[src/sv/md3_pkg.sv]
package md3_pkg;

  localparam int FRAMES_PER_BLOCK_DEF = 195;
  localparam int CHANNEL_COUNT_DEF    = 2;
  localparam int RING_DEPTH_DEF       = 16384;

  localparam int RAW_W      = 24;
  localparam int SAMPLE_W   = 18;
  localparam int SAMPLE_LSB = 6;
  localparam int SUM_W      = 20;
  localparam int PROD_W     = 2 * SUM_W;
  localparam int PCM_W      = 16;
  localparam int SLOT_W     = 14;

  localparam int QUEUE_DEPTH = 4;
  localparam int QPTR_W      = 2;
  localparam int QCNT_W      = 3;

  localparam int              DIV3_SHIFT = 21;
  localparam logic [SUM_W-1:0] DIV3_MULT = 20'd699051;

  localparam logic [SAMPLE_W-1:0]    SAT_POS_MAG = 18'd32767;
  localparam logic [SAMPLE_W-1:0]    SAT_NEG_MAG = 18'd32768;
  localparam logic signed [PCM_W-1:0] PCM_MAX    = 16'sh7fff;
  localparam logic signed [PCM_W-1:0] PCM_MIN    = 16'sh8000;

  typedef logic signed [SAMPLE_W-1:0] sample_t;

  typedef struct packed {
    logic full;
    logic empty;
  } qstat_t;

  typedef enum logic [2:0] {
    PH_FIRST  = 3'b001,
    PH_SECOND = 3'b010,
    PH_THIRD  = 3'b100
  } phase_t;

endpackage

[src/sv/md3_front.sv]
module md3_front
  import md3_pkg::*;
#(
  parameter int FRAMES_PER_BLOCK = FRAMES_PER_BLOCK_DEF,
  parameter int CHANNEL_COUNT    = CHANNEL_COUNT_DEF
) (
  input  logic             clk,
  input  logic             rst,
  input  logic             in_valid,
  output logic             in_stall,
  input  logic [RAW_W-1:0] raw_word,
  input  qstat_t           q_stat,
  output logic             q_push,
  output sample_t          q_sample
);

  localparam int CW          = (CHANNEL_COUNT > 1) ? $clog2(CHANNEL_COUNT) : 1;
  localparam int FW          = $clog2(FRAMES_PER_BLOCK);
  localparam int USED_FRAMES = ((FRAMES_PER_BLOCK - 3) / 3) * 3;

  logic [CW-1:0] chan;
  logic [FW-1:0] frame;
  logic          accept;
  logic          used;

  assign in_stall = q_stat.full;
  assign accept   = in_valid && !q_stat.full;
  assign used     = (chan == '0) && (frame < FW'(USED_FRAMES));
  assign q_push   = accept && used;
  assign q_sample = sample_t'(raw_word[SAMPLE_LSB +: SAMPLE_W]);

  always_ff @(posedge clk) begin
    if (rst) begin
      chan  <= '0;
      frame <= '0;
    end else if (accept) begin
      if (chan == CW'(CHANNEL_COUNT - 1)) begin
        chan <= '0;
        if (frame == FW'(FRAMES_PER_BLOCK - 1)) begin
          frame <= '0;
        end else begin
          frame <= frame + 1'b1;
        end
      end else begin
        chan <= chan + 1'b1;
      end
    end
  end

endmodule

[src/sv/md3_queue.sv]
module md3_queue
  import md3_pkg::*;
(
  input  logic    clk,
  input  logic    rst,
  input  logic    push,
  input  sample_t push_sample,
  input  logic    pop,
  output sample_t head_sample,
  output qstat_t  stat
);

  sample_t           slots [QUEUE_DEPTH];
  logic [QPTR_W-1:0] wr_ptr;
  logic [QPTR_W-1:0] rd_ptr;
  logic [QCNT_W-1:0] count;

  assign stat.full   = (count == QCNT_W'(QUEUE_DEPTH));
  assign stat.empty  = (count == '0);
  assign head_sample = slots[rd_ptr];

  always_ff @(posedge clk) begin
    if (push) begin
      slots[wr_ptr] <= push_sample;
    end
  end

  always_ff @(posedge clk) begin
    if (rst) begin
      wr_ptr <= '0;
      rd_ptr <= '0;
      count  <= '0;
    end else begin
      if (push) begin
        wr_ptr <= wr_ptr + 1'b1;
      end
      if (pop) begin
        rd_ptr <= rd_ptr + 1'b1;
      end
      case ({push, pop})
        2'b10:   count <= count + 1'b1;
        2'b01:   count <= count - 1'b1;
        default: count <= count;
      endcase
    end
  end

endmodule

[src/sv/md3_back.sv]
module md3_back
  import md3_pkg::*;
#(
  parameter int RING_DEPTH = RING_DEPTH_DEF
) (
  input  logic                     clk,
  input  logic                     rst,
  input  qstat_t                   q_stat,
  input  sample_t                  q_sample,
  output logic                     q_pop,
  output logic                     out_valid,
  input  logic                     out_stall,
  output logic signed [PCM_W-1:0]  pcm_sample,
  output logic [SLOT_W-1:0]        ring_slot
);

  localparam int RW = $clog2(RING_DEPTH);

  phase_t                   phase;
  logic signed [SUM_W-1:0]  partial_sum;
  logic signed [SUM_W-1:0]  s1_sum;
  logic                     s1_valid;
  logic                     s2_neg;
  logic [SAMPLE_W-1:0]      s2_mag;
  logic                     s2_valid;
  logic [RW-1:0]            ring_pos;

  logic                     out_ready;
  logic                     s2_ready;
  logic                     s1_ready;
  logic                     s1_take;
  logic                     s2_take;
  logic                     last_of_triple;
  logic signed [SUM_W-1:0]  sum_next;
  logic [SUM_W-1:0]         abs_sum;
  logic [PROD_W-1:0]        product;
  logic signed [PCM_W-1:0]  pcm_next;

  assign out_ready      = !out_valid || !out_stall;
  assign s2_ready       = !s2_valid || out_ready;
  assign s1_ready       = !s1_valid || s2_ready;
  assign s1_take        = s1_valid && s2_ready;
  assign s2_take        = s2_valid && out_ready;
  assign last_of_triple = (phase == PH_THIRD);
  assign q_pop          = !q_stat.empty && (!last_of_triple || s1_ready);
  assign sum_next       = partial_sum + SUM_W'(q_sample);

  assign abs_sum = s1_sum[SUM_W-1] ? SUM_W'(-s1_sum) : SUM_W'(s1_sum);
  assign product = PROD_W'(abs_sum) * PROD_W'(DIV3_MULT);

  always_comb begin
    if (s2_neg) begin
      pcm_next = (s2_mag > SAT_NEG_MAG) ? PCM_MIN : -PCM_W'(s2_mag);
    end else begin
      pcm_next = (s2_mag > SAT_POS_MAG) ? PCM_MAX : PCM_W'(s2_mag);
    end
  end

  // accumulate
  always_ff @(posedge clk) begin
    if (rst) begin
      phase       <= PH_FIRST;
      partial_sum <= '0;
    end else if (q_pop) begin
      unique case (phase)
        PH_FIRST: begin
          phase       <= PH_SECOND;
          partial_sum <= sum_next;
        end
        PH_SECOND: begin
          phase       <= PH_THIRD;
          partial_sum <= sum_next;
        end
        PH_THIRD: begin
          phase       <= PH_FIRST;
          partial_sum <= '0;
        end
        default: begin
          phase       <= PH_FIRST;
          partial_sum <= '0;
        end
      endcase
    end
  end

  always_ff @(posedge clk) begin
    if (rst) begin
      s1_valid <= 1'b0;
    end else if (q_pop && last_of_triple) begin
      s1_valid <= 1'b1;
    end else if (s1_take) begin
      s1_valid <= 1'b0;
    end
  end

  always_ff @(posedge clk) begin
    if (q_pop && last_of_triple) begin
      s1_sum <= sum_next;
    end
  end

  // divide magnitude by three
  always_ff @(posedge clk) begin
    if (rst) begin
      s2_valid <= 1'b0;
    end else if (s1_take) begin
      s2_valid <= 1'b1;
    end else if (s2_take) begin
      s2_valid <= 1'b0;
    end
  end

  always_ff @(posedge clk) begin
    if (s1_take) begin
      s2_neg <= s1_sum[SUM_W-1];
      s2_mag <= product[DIV3_SHIFT +: SAMPLE_W];
    end
  end

  // saturate and emit
  always_ff @(posedge clk) begin
    if (rst) begin
      out_valid <= 1'b0;
      ring_pos  <= '0;
    end else begin
      if (s2_take) begin
        out_valid <= 1'b1;
        if (ring_pos == RW'(RING_DEPTH - 1)) begin
          ring_pos <= '0;
        end else begin
          ring_pos <= ring_pos + 1'b1;
        end
      end else if (!out_stall) begin
        out_valid <= 1'b0;
      end
    end
  end

  always_ff @(posedge clk) begin
    if (s2_take) begin
      pcm_sample <= pcm_next;
      ring_slot  <= SLOT_W'(ring_pos);
    end
  end

endmodule

[src/sv/mic_decimate_by_three_core.sv]
// The third sample of a triple passes the queue, then the s1_sum, s2_mag and pcm_sample
// registers. Throughput: 1 request per cycle sustained while in_stall is low; one result
// per 3 used left words. The 4-entry sample queue between front and back lets the input
// keep flowing while the output stalls, until the queue is full.
// Reset (rst, synchronous, active high) clears the block counter, the triple
// accumulator, the ring position, the queue and all valid flags.
module mic_decimate_by_three_core
  import md3_pkg::*;
#(
  parameter int FRAMES_PER_BLOCK = FRAMES_PER_BLOCK_DEF,
  parameter int CHANNEL_COUNT    = CHANNEL_COUNT_DEF,
  parameter int RING_DEPTH       = RING_DEPTH_DEF
) (
  input  logic                    clk,
  input  logic                    rst,
  input  logic                    in_valid,
  output logic                    in_stall,
  input  logic [RAW_W-1:0]        raw_word,
  output logic                    out_valid,
  input  logic                    out_stall,
  output logic signed [PCM_W-1:0] pcm_sample,
  output logic [SLOT_W-1:0]       ring_slot
);

  qstat_t  q_stat;
  logic    q_push;
  logic    q_pop;
  sample_t push_sample;
  sample_t head_sample;

  md3_front #(
    .FRAMES_PER_BLOCK (FRAMES_PER_BLOCK),
    .CHANNEL_COUNT    (CHANNEL_COUNT)
  ) u_front (
    .clk      (clk),
    .rst      (rst),
    .in_valid (in_valid),
    .in_stall (in_stall),
    .raw_word (raw_word),
    .q_stat   (q_stat),
    .q_push   (q_push),
    .q_sample (push_sample)
  );

  md3_queue u_queue (
    .clk         (clk),
    .rst         (rst),
    .push        (q_push),
    .push_sample (push_sample),
    .pop         (q_pop),
    .head_sample (head_sample),
    .stat        (q_stat)
  );

  md3_back #(
    .RING_DEPTH (RING_DEPTH)
  ) u_back (
    .clk        (clk),
    .rst        (rst),
    .q_stat     (q_stat),
    .q_sample   (head_sample),
    .q_pop      (q_pop),
    .out_valid  (out_valid),
    .out_stall  (out_stall),
    .pcm_sample (pcm_sample),
    .ring_slot  (ring_slot)
  );

endmodule

[config.mk]
export PLATFORM = sky130hd
export DESIGN_NAME = mic_decimate_by_three_core
export DESIGN_NICKNAME = d
export VERILOG_FILES = /design/src/sv/md3_pkg.sv /design/src/sv/md3_front.sv /design/src/sv/md3_queue.sv /design/src/sv/md3_back.sv /design/src/sv/mic_decimate_by_three_core.sv
export SDC_FILE = /design/constraint.sdc
export NUM_CORES = 1
export LEC_CHECK = 0
export ABC_CLOCK_PERIOD_IN_PS = 7400
export BUFFER_PORTS_ARGS = -buffer_cell sky130_fd_sc_hd__buf_4
export CAP_MARGIN = 20
export CORE_UTILIZATION = 58
export DETAILED_ROUTE_END_ITERATION = 12
export HOLD_SLACK_MARGIN = 0.12
export MAX_ROUTING_LAYER = met4
export PLACE_DENSITY = 0.78
export SYNTH_ARGS = -nofsm -noshare
export SYNTH_HDL_FRONTEND = slang
export SYNTH_SLANG_ARGS = --single-unit
[constraint.sdc]
create_clock -name clk -period 7.4 [get_ports clk]
set_input_delay 1.11 -clock clk [delete_from_list [all_inputs] [get_ports clk]]
set_output_delay 1.11 -clock clk [all_outputs]
set_load 0.1 [all_outputs]
Word-level counts from Yosys, hierarchy flattened
Memory sizes are Yosys's and may differ from the RTL's. A register that Yosys moved wholly into a read port is not among the register bits.
Index checks and enable logic that the tools add are counted.
- output and inout port bits: 32
- bits in registers: 125
- memories: 1
- logic and storage cells: 85
- latch bits: 0
- bits in writable memories: 72
- bits of input ports: 28
- bits in read-only memories: 0
- $lt $le $gt $ge: 3
- bitwise gates (word level): 1
- muxes and demuxes: 20
- equality and inequality tests: 9
- shift operators: 0
- reductions and logical operators: 24
- divide/modulo/power cells: 0
- $add $sub $neg: 10
- multipliers: 1
- memories (memory ; words ; width ; read ports ; clocked after Yosys merged registers in ; write ports ; line ; text):
    u_queue.slots ; 4 ; 18 ; 1 ; 1 ; 1 ; md3_queue.sv:13 ; sample_t slots [QUEUE_DEPTH];
- operators with widths (cell ; number):
    16-bit two-way mux ; 3
    20-bit two-way mux ; 2
    20-bit by 20-bit multiplier with 39-bit output, second input constant ; 1
    20-bit by 18-bit adder with 20-bit output ; 1
    20-bit negator ; 1
    18-bit by 15-bit greater-than comparator with 1-bit output, second input constant ; 1
    18-bit by 16-bit greater-than comparator with 1-bit output, second input constant ; 1
    16-bit negator ; 1
    14-bit by 1-bit adder with 14-bit output, second input constant ; 1
    14-bit equality test, second input constant ; 1
    14-bit two-way mux ; 1
    3-bit case mux with 2 select lines ; 2
    1-bit two-way mux ; 9
    8-bit by 1-bit adder with 8-bit output, second input constant ; 1
    8-bit equality test, second input constant ; 1
    8-bit < comparator, second input constant ; 1
    8-bit two-way mux ; 1
    1-bit logical AND ; 7
    1-bit logical NOT ; 7
    3-bit equality test, second input constant ; 2
    2-bit nonzero test ; 3
    2-bit by 1-bit adder with 2-bit output, second input constant ; 2
    1-bit logical OR ; 4
    2-bit two-way mux ; 2
    12 further kinds ; 12

Logic depth before layout (Yosys ltp)
Gate-level depths: netlist of the first run.
- depth after elaboration: 8
- depth in mapped cells: 31
- mapped depth without buffers: 31

Hierarchy
Synthesis of the first run repeated with hierarchy kept, for this count alone.
- cells, all modules: 1390
- area, all modules: 15710.1 um^2
- modules (own cells, without submodules) (module ; cells each ; area each (um^2) ; instances):
    md3_back ; 1181 ; 12037.8 ; 1
    md3_queue ; 141 ; 3072.9 ; 1
    md3_front ; 68 ; 599.3 ; 1

Least setup slack after synthesis of the first run
OpenSTA, ideal clock, no wires.
- path kind: register to register
- start point: register u_back.s1_sum[4]
- end point: register u_back.s2_mag[12] (data pin)
- period minus slack after synthesis: 8098 ps
- path buffers: 0
- cell stages (with the launch flop): 27
- required time: 7142 ps
- setup slack: -698 ps
- arrival: 7840 ps
- cell sequence: edfxtp_1 -> or4_1 -> or3_1 -> or4_1 -> o31a_1 -> xor2_1 -> ha_1 -> ha_1 -> fa_1 -> fa_1 -> fa_1 -> fa_1 -> inv_1 -> fa_1 -> inv_1 -> ha_1 -> inv_1 -> nor2_1 -> a221oi_1 -> o22ai_1 -> o31ai_1 -> o211ai_1 -> and4_1 -> or2_2 -> a21o_1 -> a21oi_1 -> xnor2_1
- word-level cells in the longest chain between the ends: 3
- ends and longest elaborated chain (element ; line ; text):
    start, declared ; md3_back.sv:21 ; logic signed [SUM_W-1:0] s1_sum;
    start signal, assigned ; md3_back.sv:98 ; s1_sum <= sum_next;
    20-bit negator ; md3_back.sv:48 ; assign abs_sum = s1_sum[SUM_W-1] ? SUM_W'(-s1_sum) : SUM_W'(s1_sum);
    20-bit two-way mux * ; md3_back.sv:48 ;
    20-bit by 20-bit multiplier with 39-bit output * ; md3_back.sv:49 ; assign product = PROD_W'(abs_sum) * PROD_W'(DIV3_MULT);
    net u_back.product[33] ; md3_back.sv:36 ; logic [PROD_W-1:0] product;
    end signal, assigned ; md3_back.sv:116 ; s2_mag <= product[DIV3_SHIFT +: SAMPLE_W];
    end, declared ; md3_back.sv:24 ; logic [SAMPLE_W-1:0] s2_mag;
Mark *: on every way through the listed nets, which the timed path passes. The rest lies on a longest branch.
A chain may end at the register's enable or synchronous reset.

Final worst setup path of the first run
- start point: register u_back.s1_sum[6]
- end point: register u_back.s2_mag[12] (data pin)
Same word-level chain as after synthesis.

==> results of run 1 <==
## worst paths after layout
check,startpoint,endpoint,cells after the start
worst max-delay path,u_back.s1_sum[6],u_back.s2_mag[12],39
worst min-delay path,u_back.ring_pos[13],u_back.ring_slot[13],0
worst max register to register,u_back.s1_sum[6],u_back.s2_mag[12],39
worst min register to register,u_back.ring_pos[13],u_back.ring_slot[13],0
## synth_stat cells (10+ instances only)
cell	instances
sky130_fd_sc_hd__edfxtp_1	141
sky130_fd_sc_hd__or3_1	14
sky130_fd_sc_hd__mux4_2	18
sky130_fd_sc_hd__xnor2_1	54
sky130_fd_sc_hd__nor2b_1	11
sky130_fd_sc_hd__nand3_1	24
sky130_fd_sc_hd__fa_1	136
sky130_fd_sc_hd__nor3_1	19
sky130_fd_sc_hd__dfxtp_1	58
sky130_fd_sc_hd__nand2_1	45
sky130_fd_sc_hd__and2_1	14
sky130_fd_sc_hd__a21o_1	11
sky130_fd_sc_hd__inv_1	256
sky130_fd_sc_hd__a22oi_1	15
sky130_fd_sc_hd__o311ai_1	13
sky130_fd_sc_hd__xor2_1	41
sky130_fd_sc_hd__nand4_1	10
sky130_fd_sc_hd__ha_1	203
sky130_fd_sc_hd__nor2_1	91
sky130_fd_sc_hd__clkbuf_1	16
sky130_fd_sc_hd__a21oi_1	37
sky130_fd_sc_hd__o21ai_0	34
## worst max-delay path, delay by kind of cell, from the launching register on
kind	cells	cell delay (ns)
XOR/XNOR	2	0.31
adder cells (fa/ha/maj)	2	0.79
flip-flops	1	0.39
AND/OR/NAND/NOR	8	2.47
buffers and inverters	21	2.51
AO/OA/AOI/OAI	6	1.43
## sequential cells by signal, summed over array words and instances (netlist names), 3 cells and up, named ones only
register	count
u_queue.slots	72
u_back.partial_sum	20
u_back.s1_sum	20
u_back.s2_mag	18
u_back.pcm_sample	16
u_back.ring_pos	14
u_back.ring_slot	14
u_front.frame	8
u_back.phase	3
u_queue.count	3
## what timing repair did
| action | in CTS | in global routing |
|---|---|---|
| hold buffers | 0 | 0 |
| resized for setup | 25 | 20 |
| setup endpoints to repair | 15 | 18 |
| pin swaps | 27 | 19 |
| endpoints found under the hold margin | 0 | 0 |
| setup buffers | 29 | 3 |
## area by class of cell
| cell class | instances | area [um2] |
|---|---|---|
| clock inverter | 13 | 134 |
| timing repair buffer | 229 | 1770 |
| multi-input combinational | 878 | 9270 |
| clock buffer | 19 | 454 |
| fill | 1703 | 7580 |
| inverter | 257 | 966 |
| sequential | 199 | 5400 |
| tap | 335 | 419 |
## routing by layer
| metal | vias up | global-route usage (%) | routed length [um] |
|---|---|---|---|
| li1 | 5049 | - | - |
| met1 | 5188 | 32.9 | 13700 |
| met2 | 238 | 45.8 | 17300 |
| met3 | 55 | 3.69 | 1310 |
| met4 | 0 | 6.76 | 724 |
| met5 | - | - | 0 |
## where the power goes
group / switching (W) / total, W / internal [W] / leakage, nW
Combinational: 0.00111 / 0.00209 / 0.000980 / 6.45
Clock: 0.000448 / 0.000917 / 0.000469 / 0.292
Sequential: 0.0000623 / 0.00141 / 0.00135 / 1.77
Total: 0.00162 / 0.00442 / 0.00280 / 8.51
## placed cells by master, fill, tap and decap left out, types with 36 or more instances in the layout
cell type / synthesis / routed
sky130_fd_sc_hd__xnor2_1: 54 / 51
sky130_fd_sc_hd__ha_1: 203 / 198
sky130_fd_sc_hd__inv_1: 256 / 247
sky130_fd_sc_hd__nand2_1: 45 / 45
sky130_fd_sc_hd__fa_1: 136 / 135
sky130_fd_sc_hd__edfxtp_1: 141 / 141
sky130_fd_sc_hd__buf_4: 0 / 220
sky130_fd_sc_hd__dfxtp_1: 58 / 58
sky130_fd_sc_hd__xor2_1: 41 / 36
sky130_fd_sc_hd__nor2_1: 91 / 87
## cells by family (layout without fill, tap and decap cells)
family	Yosys count	after routing	share of synthesized area [%]
muxes	22	22	2.91
adders and majority gates	339	339	34.3
buffers and inverters	275	518	6.79
DFF	199	199	35.2
xor gates and xnor gates	95	95	5.43
and+or+nand+nor	268	268	8.76
AOI/OAI and AO/OA	154	154	6.61
## stage by stage
stage          hold slack, ns  cell area [um2]  setup WS (ns)  utilization (%)  instances
6_report                0.488            18400         -0.739             70.8       1930
5_1_grt                 0.510            18400         -0.890             70.8       1930
4_1_cts                 0.489            18300         -0.704             70.3       1925
3_5_place_dp            0.458            17400         -0.900             66.8       1865
3_3_place_gp            0.443            17400         -0.733             66.8       1865
2_1_floorplan           0.424            15500         -0.425                -       1352
==> summary by stage, run 1 <==
Global route
The total routing usage reported by global routing is 26.5%. Global routing finished with a remaining overflow of 0. Entering global routing, the biggest net connects 44 pins. The first global-routing pass estimated 53,500 um of wire. The number of antenna violations at the first check in global routing is 0. The via count of the first global-routing pass is 10,900.

Yosys
The number of warnings reported in the yosys synthesis log is 0. Yosys attributes the largest share of cell area to sky130_fd_sc_hd__edfxtp_1 (28%), sky130_fd_sc_hd__fa_1 (18%), sky130_fd_sc_hd__ha_1 (17%), sky130_fd_sc_hd__dfxtp_1 (7.6%), sky130_fd_sc_hd__inv_1 (6.3%). The post-synthesis average cell area is 11.3 um2.

The share of flip-flops with an asynchronous set or reset after synthesis is 0%. Synthesis handed over a netlist of 1,352 instances. The post-synthesis sequential element count is 199. The cell type contributing the most total cell area after synthesis is sky130_fd_sc_hd__edfxtp_1. The count of flip-flops with a built-in enable after synthesis is 141. The cell area that synthesis handed to floorplanning was 15,300 um2. The share of the yosys chip area belonging to registers is 35.2%. The number of library cell types mapped by synthesis is 61.

The synthesized netlist net count is 1,719. After synthesis, the largest area contributor takes up 27.6% of total cell area. In the synthesized netlist the dominant register cell turns out to be sky130_fd_sc_hd__edfxtp_1.

Clocking
The latest clock arrival within the worst-skew pair is 0.44 ns. The number of clock sinks is 199. The H-tree was split into 4 levels.

TritonCTS built the clock tree. The master cell of the clock root buffer is sky130_fd_sc_hd__clkbuf_16. The maximum buffer depth of the clock tree is 2. After clock tree synthesis, the clock-pin slew on the worst setup and hold paths is 0.08 ns. The number of clock buffers added by TritonCTS is 17.

Power and ir drop
For this design the ratio of total power to cell area is 240 nW/um2. In this run the static leakage power is 8.51 nW. IR analysis of the VDD net gives a maximum drop of 236 uV.

The sum of internal, switching and leakage power is 0.00442 W.

Floorplanning
The vertical die dimension is 165 um. The width of the die is 165 um. Pin placement for this block handled 60 I/O pins. After floorplanning, the core was divided into 59 placement rows. For this configuration, the core starts out at a cell density of 59.0%. The core outline area is 26,000 um2. The total die area is 27,100 um2.

Detailed routing
The average wire per cell in the routed design is 17.1 um. After detailed routing, the total wire length is 33,100 um. The routed layout has 10,500 vias. In the routed layout, each cell is associated on average with a via count of 5.46. The remaining antenna violation count is 0.

The count of routing violations after the opening detailed-route iteration is 732. The first-pass detailed-route iteration total is 5. The number of remaining DRC errors is 0.

Worst setup path
The setup slack of the worst register-to-register path is -0.74 ns. The worst setup path is launched from a flop. For the worst setup path, the data arrival time is 8.33 ns. The peak per-stage delay on the critical path is 0.55 ns. In this run the worst path has a maximum fanout of 3. For the worst setup path, the data required time is 7.59 ns. The classification of the worst setup path is flop to flop. For this design, the slowest cell found on the critical path is sky130_fd_sc_hd__or4_4. STA classifies the critical path endpoint as a flop. The dominant cell type by count on the critical path is sky130_fd_sc_hd__buf_4.

Timing
The remaining max-slew budget at the tightest pin is 36.6%. The final total negative setup slack is -8.22 ns. The worst path in the final design needs a cycle of 8.14 ns, including I/O delays and setup. The maximum clock rate is 123 MHz. The number of failing hold endpoints at the final stage is 0. The setup skew after layout is 0.0153 ns. Setup repair after global routing could not meet its margin everywhere. The measured slew at the worst slew-check pin is 0.950 ns.

The final cycle utilization of the critical path is 110%. The count of pins over their slew limit was 0. Setup violations remaining at the end of the flow were counted as 15.

The post-route worst setup slack is -0.739 ns.

Hold path
In this run the worst hold path is classified as flop to flop.

Final layout
The fraction of final layout cells sized beyond drive strength 1 is 21.9%. The growth of design area from synthesis to finish is 20.0%. 0 antenna diodes ended up in the layout. The net total in the final layout is 1,949.

Status
The final reports fail on negative setup slack. The flow ran to the end, but the final reports show violations.

Placed design
Port buffering added 53 buffers. The final weighted congestion of routability-driven global placement is 0.965. The detailed placer's ending HPWL is 25,500 um.

Run
The tool flagged a number of max-cap violations equal to 0.
(Power assumes the default switching activity.)
==> run 2: changes to the inputs <==
--- a/config.mk
+++ b/config.mk
@@ -5,14 +5,15 @@
 export SDC_FILE = /design/constraint.sdc
 export NUM_CORES = 1
 export LEC_CHECK = 0
-export ABC_CLOCK_PERIOD_IN_PS = 7400
+export ABC_CLOCK_PERIOD_IN_PS = 10200
 export BUFFER_PORTS_ARGS = -buffer_cell sky130_fd_sc_hd__buf_4
 export CAP_MARGIN = 20
-export CORE_UTILIZATION = 58
+export CORE_UTILIZATION = 59
+export CTS_BUF_LIST = sky130_fd_sc_hd__clkbuf_4
 export DETAILED_ROUTE_END_ITERATION = 12
 export HOLD_SLACK_MARGIN = 0.12
 export MAX_ROUTING_LAYER = met4
-export PLACE_DENSITY = 0.78
+export PLACE_DENSITY = 0.77
 export SYNTH_ARGS = -nofsm -noshare
 export SYNTH_HDL_FRONTEND = slang
 export SYNTH_SLANG_ARGS = --single-unit
==> constraint.sdc (replaced) <==
create_clock -name clk -period 10.2 [get_ports clk]
set_input_delay 1.53 -clock clk [delete_from_list [all_inputs] [get_ports clk]]
set_output_delay 1.53 -clock clk [all_outputs]
set_load 0.1 [all_outputs]
==> run 2 against run 1 <==
Fmax is 13% lower. Global-route usage down 2.7 points. Wire length shrank 13%. Critical path depth decreased by 11. Hold slack worse by 0.0096 ns. Final cell count decreased by 8.6%. Critical endpoint unchanged. Cell area is 10% lower. Largest power group unchanged. Total power fell by 40%. The flow now finishes without violations. Register-to-register slack improved by 1.6 ns. Sequential power down 28%. Sequential cell count is the same.
==> summary by stage, run 2 (synthesized netlist as in run 1, its figures left out) <==
Status
The flow ran to the end, and the final reports show no timing, DRC or antenna violations.

Worst setup path
The most critical setup path has its startpoint at u_back.s1_sum[4]. The worst endpoint data arrival time was 9.73 ns (+1.40 ns). The peak fanout along the critical path is 7 (+4). The endpoint required time on the critical path is 10.60 ns (+3.01 ns). STA classifies the critical path startpoint as a flop.

In this run the critical register-to-register path is captured at u_back.s2_mag[12]. Following the worst setup path forward leads to its endpoint at u_back.s2_mag[12]. The critical path's top delay family is adder cells. The worst setup path is of the flop to flop kind. The type of destination of the critical path is a flop. The startpoint of the lowest-slack register-to-register path is u_back.s1_sum[4].

The number of cells on the critical path was 28 (-28%). The setup slack of the worst register-to-register path came to 0.86 ns (+1.60 ns). The dominant cell type by count on the critical path is sky130_fd_sc_hd__fa_1. The cell at the slowest stage of the critical path is sky130_fd_sc_hd__a221oi_1.

The peak per-stage delay on the critical path is 0.65 ns (+0.10 ns). The combined buffer and inverter count along the critical path is 4 (-81%). The depth of the most critical reg-to-reg path came to 28 (-28%).

Final layout
The flip-flop count of the largest register, all copies and words added was 72 (unchanged). The final non-filler cell total is 1,764 (-8.6%). The growth of design area from synthesis to finish is 7.86%. In the final layout, the registers with the most flip-flops are u_queue.slots (72), u_back.partial_sum (20), u_back.s1_sum (20). The net total in the final layout was 1,787 (-8.3%).

In the layout the commonest cells are sky130_fd_sc_hd__inv_1 (256), sky130_fd_sc_hd__ha_1 (203), sky130_fd_sc_hd__edfxtp_1 (141). Ranked by flip-flop count, first place goes to u_queue.slots. The leading cell type in the layout, fill and taps excluded is sky130_fd_sc_hd__inv_1.

The fraction of final layout cells sized beyond drive strength 1 is 9.21% (-13 points).

Clocking
The count of H-tree levels built during CTS is 4 (unchanged). The number of buffers inserted by post-CTS setup repair is 0 (-100%). The number of clock sinks is 199 (unchanged). The maximum buffer depth of the clock tree is 2 (unchanged). The number of hold buffers added after cts is 0 (unchanged). The master cell of the clock root buffer is sky130_fd_sc_hd__clkbuf_4. The latest clock arrival within the worst-skew pair is 0.61 ns (+0.17 ns). The number of buffers inserted during clock tree synthesis is 17 (unchanged). The count of instances resized after the clock tree is built is 0 (-100%). The clock tree from TritonCTS is yes. The clock-pin slew on the worst setup and hold paths is 0.21 ns (+0.13 ns).

Power and ir drop
The reported net switching power came to 0.00104 W (-36%). The total power divided by cell area is 161 nW/um2 (-33%). The design internal power is 0.00162 W (-42%). The share of power burned in registers is 38.5% (+6.5 points). The static leakage power came to 7.52 nW (-12%). The share of total power in combinational logic is 44.1% (-3.2 points). The clock network power share came to 17.4% (-3.3 points). The fraction of power spent switching nets is 39.1% (+2.4 points). The highest ir drop seen on vdd was 145 uV (-39%).

Timing
The number of failing hold endpoints at the final stage is 0 (unchanged). The measured slew at the worst slew-check pin is 1.09 ns (+0.144 ns). The remaining max-slew budget at the tightest pin is 26.5% (-10 points). The count of pins over their slew limit came to 0 (unchanged). The minimum period implied by the final worst setup slack is 9.34 ns (+1.20 ns). The setup skew after layout is 0.0576 ns (+0.0423 ns). The setup-violating endpoint count in the final report came to 0 (-15). The final total negative setup slack is 0 ns (+8.22 ns).

The final cycle utilization of the critical path is 91.5% (-18 points). The maximum clock rate came to 107 MHz (-13%). Setup repair after global routing left no endpoint under its margin.

Floorplanning
The width of the die is 163 um (-0.84%). The vertical die dimension is 163 um (-0.84%). The initial core utilization is 60.5% (+1.5 points). The number of rows created at floorplan is 58 (-1.7%).

The core outline area is 25,300 um2 (-2.5%). The I/O pin count is 60 (unchanged). The total die area is 26,600 um2 (-1.7%).

Global route
The total routing usage reported by global routing is 23.9% (-2.7 points). The number of antenna violations at the first check in global routing was 1 (+1). The remaining global-route overflow was 0 (unchanged).

The pin count of the biggest net entering global routing is 44 (unchanged). The via count of the first global-routing pass is 9,803 (-9.9%). The first-pass GRT wire length was 48,000 um (-10%).

Placed design
The cell count after placement is 1,729 (-7.3%). The detailed placer's ending HPWL was 23,400 um (-8.1%). The final weighted congestion of routability-driven global placement is 0.946 (-2.0%). The total of buffers placed on input and output ports is 53 (unchanged).

Detailed routing
The average vias per placed instance is 5.51 (+0.92%). The remaining antenna violation count is 0 (unchanged). The wire length after detailed routing is 28,900 um (-13%). The number of remaining DRC errors is 0 (unchanged). The count of routing violations after the opening detailed-route iteration is 673 (-8.1%). The average wire per cell in the routed design is 16.4 um (-4.5%).

The routed via count is 9,713 (-7.8%). The first-pass detailed-route iteration total is 5 (unchanged).

Run
The count of max-cap constraint violations was 0 (unchanged).

Hold path
The tightest min-delay check is of the flop to flop type.
-- run 2: worst min path at each step --
stage / startpoint / end / slack, ns / cells past startpoint
2_1_floorplan: u_back.s1_sum[19] / u_back.s2_neg / 0.42 / 0
3_3_place_gp: u_back.partial_sum[0] / u_back.partial_sum[0] / 0.44 / 2
3_5_place_dp: u_back.partial_sum[0] / u_back.partial_sum[0] / 0.46 / 2
4_1_cts: u_back.partial_sum[0] / u_back.partial_sum[0] / 0.48 / 2
5_1_grt: u_back.ring_pos[11] / u_back.ring_slot[11] / 0.50 / 0
6_report: u_back.partial_sum[0] / u_back.partial_sum[0] / 0.48 / 2
-- run 2: metrics by stage --
step	utilization, %	hold slack (ns)	setup WS (ns)	total power [W]	cell area (um2)
6_report	65.3	0.478	0.863	0.00266	16500
4_1_cts	65.2	0.477	0.818	0.00268	16500
5_1_grt	65.3	0.500	0.326	0.00287	16500
2_1_floorplan	-	0.424	2.10	0.00193	15300
3_3_place_gp	63.9	0.443	0.999	0.00217	16200
3_5_place_dp	63.9	0.455	0.814	0.00221	16200
-- run 2: layer usage --
metal / vias to the layer above / share of wire, % / wire [um] / global-route usage, %
met5: - / 0 / 0 / -
met4: 0 / 1.1 / 324 / 4.80
met3: 29 / 3.0 / 867 / 3.45
met2: 142 / 51 / 14700 / 39.9
met1: 4816 / 45 / 13000 / 31.0
li1: 4726 / - / - / -
-- run 2: power by group through the flow --
stage	sequential (W)	clock [W]	combinational (W)
CTS	0.00102	0.000475	0.00118
global placement	0.00104	0	0.00113
finish	0.00102	0.000461	0.00117
floorplan	0.00102	0	0.000912
global route	0.00103	0.000502	0.00133
detailed placement	0.00104	0	0.00117
-- run 2: cell type report --
type | instances | area [um2]
fillers | 1935 | 8790
clock buffers | 17 | 128
inverters | 257 | 966
flip-flops and latches | 199 | 5400
clock inverters | 15 | 206
diodes | 1 | 2.50
well taps | 330 | 413
multi-input cells | 878 | 8910
repair buffers | 67 | 515
-- run 2: worst min-delay path: stages, from the launching register on --
cell and delay (ns):
sky130_fd_sc_hd__dfxtp_1 0.35, sky130_fd_sc_hd__nand2_1 0.05, sky130_fd_sc_hd__a21oi_1 0.05
==> run 3: changes to the inputs <==
--- a/config.mk
+++ b/config.mk
@@ -8,6 +8,7 @@
 export ABC_CLOCK_PERIOD_IN_PS = 10200
 export BUFFER_PORTS_ARGS = -buffer_cell sky130_fd_sc_hd__buf_4
 export CAP_MARGIN = 20
+export CORE_ASPECT_RATIO = 0.5
 export CORE_UTILIZATION = 59
 export CTS_BUF_LIST = sky130_fd_sc_hd__clkbuf_4
 export DETAILED_ROUTE_END_ITERATION = 12
==> run 3 against run 2 <==
Hold slack improved by 0.022 ns. Sequential power hardly changed. Global-route usage up 1.0 points. Via count up 1.4%. Utilization fell by 0.11 points. Register-to-register slack gained 0.19 ns. Critical path type unchanged.
==> summary by stage, run 3 (synthesized netlist as in run 1, its figures left out) <==
Clocking
The clock tree from TritonCTS is yes. The number of buffers inserted by post-CTS setup repair is 0 (unchanged). The master cell of the clock root buffer is sky130_fd_sc_hd__clkbuf_4.

The count of H-tree levels built during CTS is 4 (unchanged). The clock-pin slew on the worst setup and hold paths came to 0.19 ns (-0.02 ns). The number of buffers inserted during clock tree synthesis is 17 (unchanged).

The maximum buffer depth of the clock tree was 2 (unchanged). The number of hold buffers added after cts is 0 (unchanged). The latest clock arrival within the worst-skew pair is 0.64 ns (+0.03 ns). The number of clock sinks is 199 (unchanged). The count of instances resized after the clock tree is built is 0 (unchanged).

Floorplanning
The width of the die is 230 um (+41%). The number of rows created at floorplan is 41 (-29%). The core outline area is 25,300 um2 (about the same).

The total die area is 26,700 um2 (+0.15%). The vertical die dimension is 116 um (-29%). The I/O pin count was 60 (unchanged).

The initial core utilization came to 60.5% (about the same).

Worst setup path
The startpoint kind of the worst setup timing path is a flop. The endpoint required time on the critical path was 10.59 ns (about the same). The peak fanout along the critical path is 5 (-2).

The type of destination of the critical path is a flop. The critical path is of the flop to flop type. The worst endpoint data arrival time is 9.54 ns (-0.19 ns).

Final layout
u_queue.slots holds more flip-flops than any other register. The combined area of the multi-input logic cells was 8920 um2 (about the same). The number of fill cells in the layout is 1,953 (+0.93%). The library cells used most frequently in the layout, excluding fill and tap cells, are sky130_fd_sc_hd__inv_1 (256), sky130_fd_sc_hd__ha_1 (203), sky130_fd_sc_hd__edfxtp_1 (141). The flip-flop count of the largest register, all copies and words added is 72 (unchanged).

From synthesis to final layout, the design area changed by 7.73%. The sequential cell area is 5400 um2 (unchanged). The net total in the final layout came to 1,786 (-0.056%).

The fraction of final layout cells sized beyond drive strength 1 was 9.22% (about the same). The largest registers in the layout are u_queue.slots (72), u_back.partial_sum (20), u_back.s1_sum (20). The leading cell type in the layout, fill and taps excluded is sky130_fd_sc_hd__inv_1. The final non-filler cell area is 16,500 um2 (-0.11%).

Global route
The via count of the first global-routing pass came to 9,914 (+1.1%). The pin count of the biggest net entering global routing is 44 (unchanged). The total routing usage reported by global routing is 24.9% (+1.0 points).

The number of antenna violations at the first check in global routing was 1 (unchanged). The remaining global-route overflow is 0 (unchanged). The first-pass GRT wire length is 49,500 um (+3.3%).

Timing
The remaining max-slew budget at the tightest pin was 27.4% (+0.86 points). The minimum period implied by the final worst setup slack was 9.15 ns (-0.187 ns). The setup-violating endpoint count in the final report is 0 (unchanged). The number of failing hold endpoints at the final stage is 0 (unchanged). The final cycle utilization of the critical path is 89.7% (-1.8 points). The measured slew at the worst slew-check pin is 1.08 ns (-0.00907 ns). The count of pins over their slew limit was 0 (unchanged). The setup skew after layout is 0.0286 ns (-0.0290 ns). The final total negative setup slack is 0 ns (unchanged). Setup repair after global routing left no endpoint under its margin.

The maximum clock rate is 109 MHz (+2.0%).

Status
The run finished with clean final reports.

Detailed routing
The remaining antenna violation count is 0 (unchanged). The average wire per cell in the routed design is 17.1 um (+4.4%). The number of remaining DRC errors is 0 (unchanged). The average vias per placed instance is 5.54 (+0.70%). The wire length after detailed routing is 30,400 um (+5.2%).

The routed via count came to 9,853 (+1.4%). The first-pass detailed-route iteration total is 5 (unchanged). The count of routing violations after the opening detailed-route iteration was 583 (-13%).

Power and ir drop
The static leakage power is 7.51 nW (-0.20%). The total power divided by cell area is 160 nW/um2 (-0.28%). The highest ir drop seen on vdd is 109 uV (-25%).

Run
The count of max-cap constraint violations is 0 (unchanged).

Placed design
The final weighted congestion of routability-driven global placement is 0.964 (+1.9%). The detailed placer's ending HPWL was 24,700 um (+5.5%). The total of buffers placed on input and output ports is 53 (unchanged).

The cell area after placement is 16,200 um2 (+0.17%).

Hold path
The worst hold path belongs to the class flop to flop.
## run 3: changes by cell type in the layout (fill, tap and decap cells not counted), sizes merged
cell    previous run  this run
clkinv             5         8
inv              267       264
buf               67        66
## run 3: worst paths after layout
| check | end | depth (start not counted) | startpoint | slack [ns] |
|---|---|---|---|---|
| min reg2reg | u_back.partial_sum[2] | 2 | u_back.partial_sum[2] | 0.50 |
| min | u_back.partial_sum[2] | 2 | u_back.partial_sum[2] | 0.50 |
| max reg2reg | u_back.s2_mag[16] | 26 | u_back.s1_sum[4] | 1.05 |
| max | u_back.s2_mag[16] | 26 | u_back.s1_sum[4] | 1.05 |
## run 3: power by group
group,internal [W],switching (W),total [W]
Clock,0.000120,0.000313,0.000433
Combinational,0.000510,0.000680,0.00119
Sequential,0.000981,0.0000415,0.00102
Total,0.00161,0.00103,0.00264
## run 3: metal layers
layer,wire length (um),up-vias,GRT usage [%]
met5,0,-,-
met4,438,0,5.92
met3,1620,44,4.48
met2,14500,262,40.9
met1,13900,4816,32.4
li1,-,4731,-
## run 3: final cells by class
| cell class | instances | area share (%) |
|---|---|---|
| Multi-Input combinational cell | 878 | 54.0 |
| Sequential cell | 199 | 32.7 |
| Inverter | 257 | 5.85 |
| Timing Repair Buffer | 66 | 3.00 |
| Tap cell | 344 | 2.61 |
| Clock inverter | 15 | 1.14 |
| Clock buffer | 17 | 0.772 |
| Antenna cell | 1 | 0.0151 |
## run 3: stage by stage
stage / std cells / setup slack [ns] / hold slack, ns / power [W] / utilization, %
finish: 1777 / 1.05 / 0.500 / 0.00264 / 65.2
CTS: 1776 / 1.08 / 0.495 / 0.00266 / 65.2
floorplan: 1352 / 2.10 / 0.424 / 0.00193 / -
global placement: 1744 / 1.33 / 0.444 / 0.00216 / 63.9
detailed placement: 1744 / 1.13 / 0.474 / 0.00222 / 63.9
global route: 1777 / 0.528 / 0.519 / 0.00284 / 65.2
## run 3: worst max-delay path, stage by stage, from the launching register on
cell	delay (ns)
sky130_fd_sc_hd__edfxtp_1	0.50
sky130_fd_sc_hd__or4_1	0.59
sky130_fd_sc_hd__or3_1	0.38
sky130_fd_sc_hd__or4_1	0.49
sky130_fd_sc_hd__or4_1	0.47
sky130_fd_sc_hd__o31a_1	0.27
sky130_fd_sc_hd__xor2_1	0.51
sky130_fd_sc_hd__inv_1	0.22
sky130_fd_sc_hd__fa_1	0.54
sky130_fd_sc_hd__inv_1	0.06
sky130_fd_sc_hd__fa_1	0.47
sky130_fd_sc_hd__fa_1	0.41
sky130_fd_sc_hd__fa_1	0.51
sky130_fd_sc_hd__inv_1	0.05
sky130_fd_sc_hd__fa_1	0.49
sky130_fd_sc_hd__inv_1	0.05
sky130_fd_sc_hd__ha_1	0.37
sky130_fd_sc_hd__nand4_1	0.18
sky130_fd_sc_hd__a2111o_1	0.48
sky130_fd_sc_hd__nor3b_1	0.42
sky130_fd_sc_hd__o31ai_1	0.17
sky130_fd_sc_hd__o211ai_1	0.33
sky130_fd_sc_hd__a211oi_1	0.13
sky130_fd_sc_hd__nor2_1	0.26
sky130_fd_sc_hd__a21oi_1	0.16
sky130_fd_sc_hd__o31ai_1	0.28
sky130_fd_sc_hd__xnor2_1	0.10
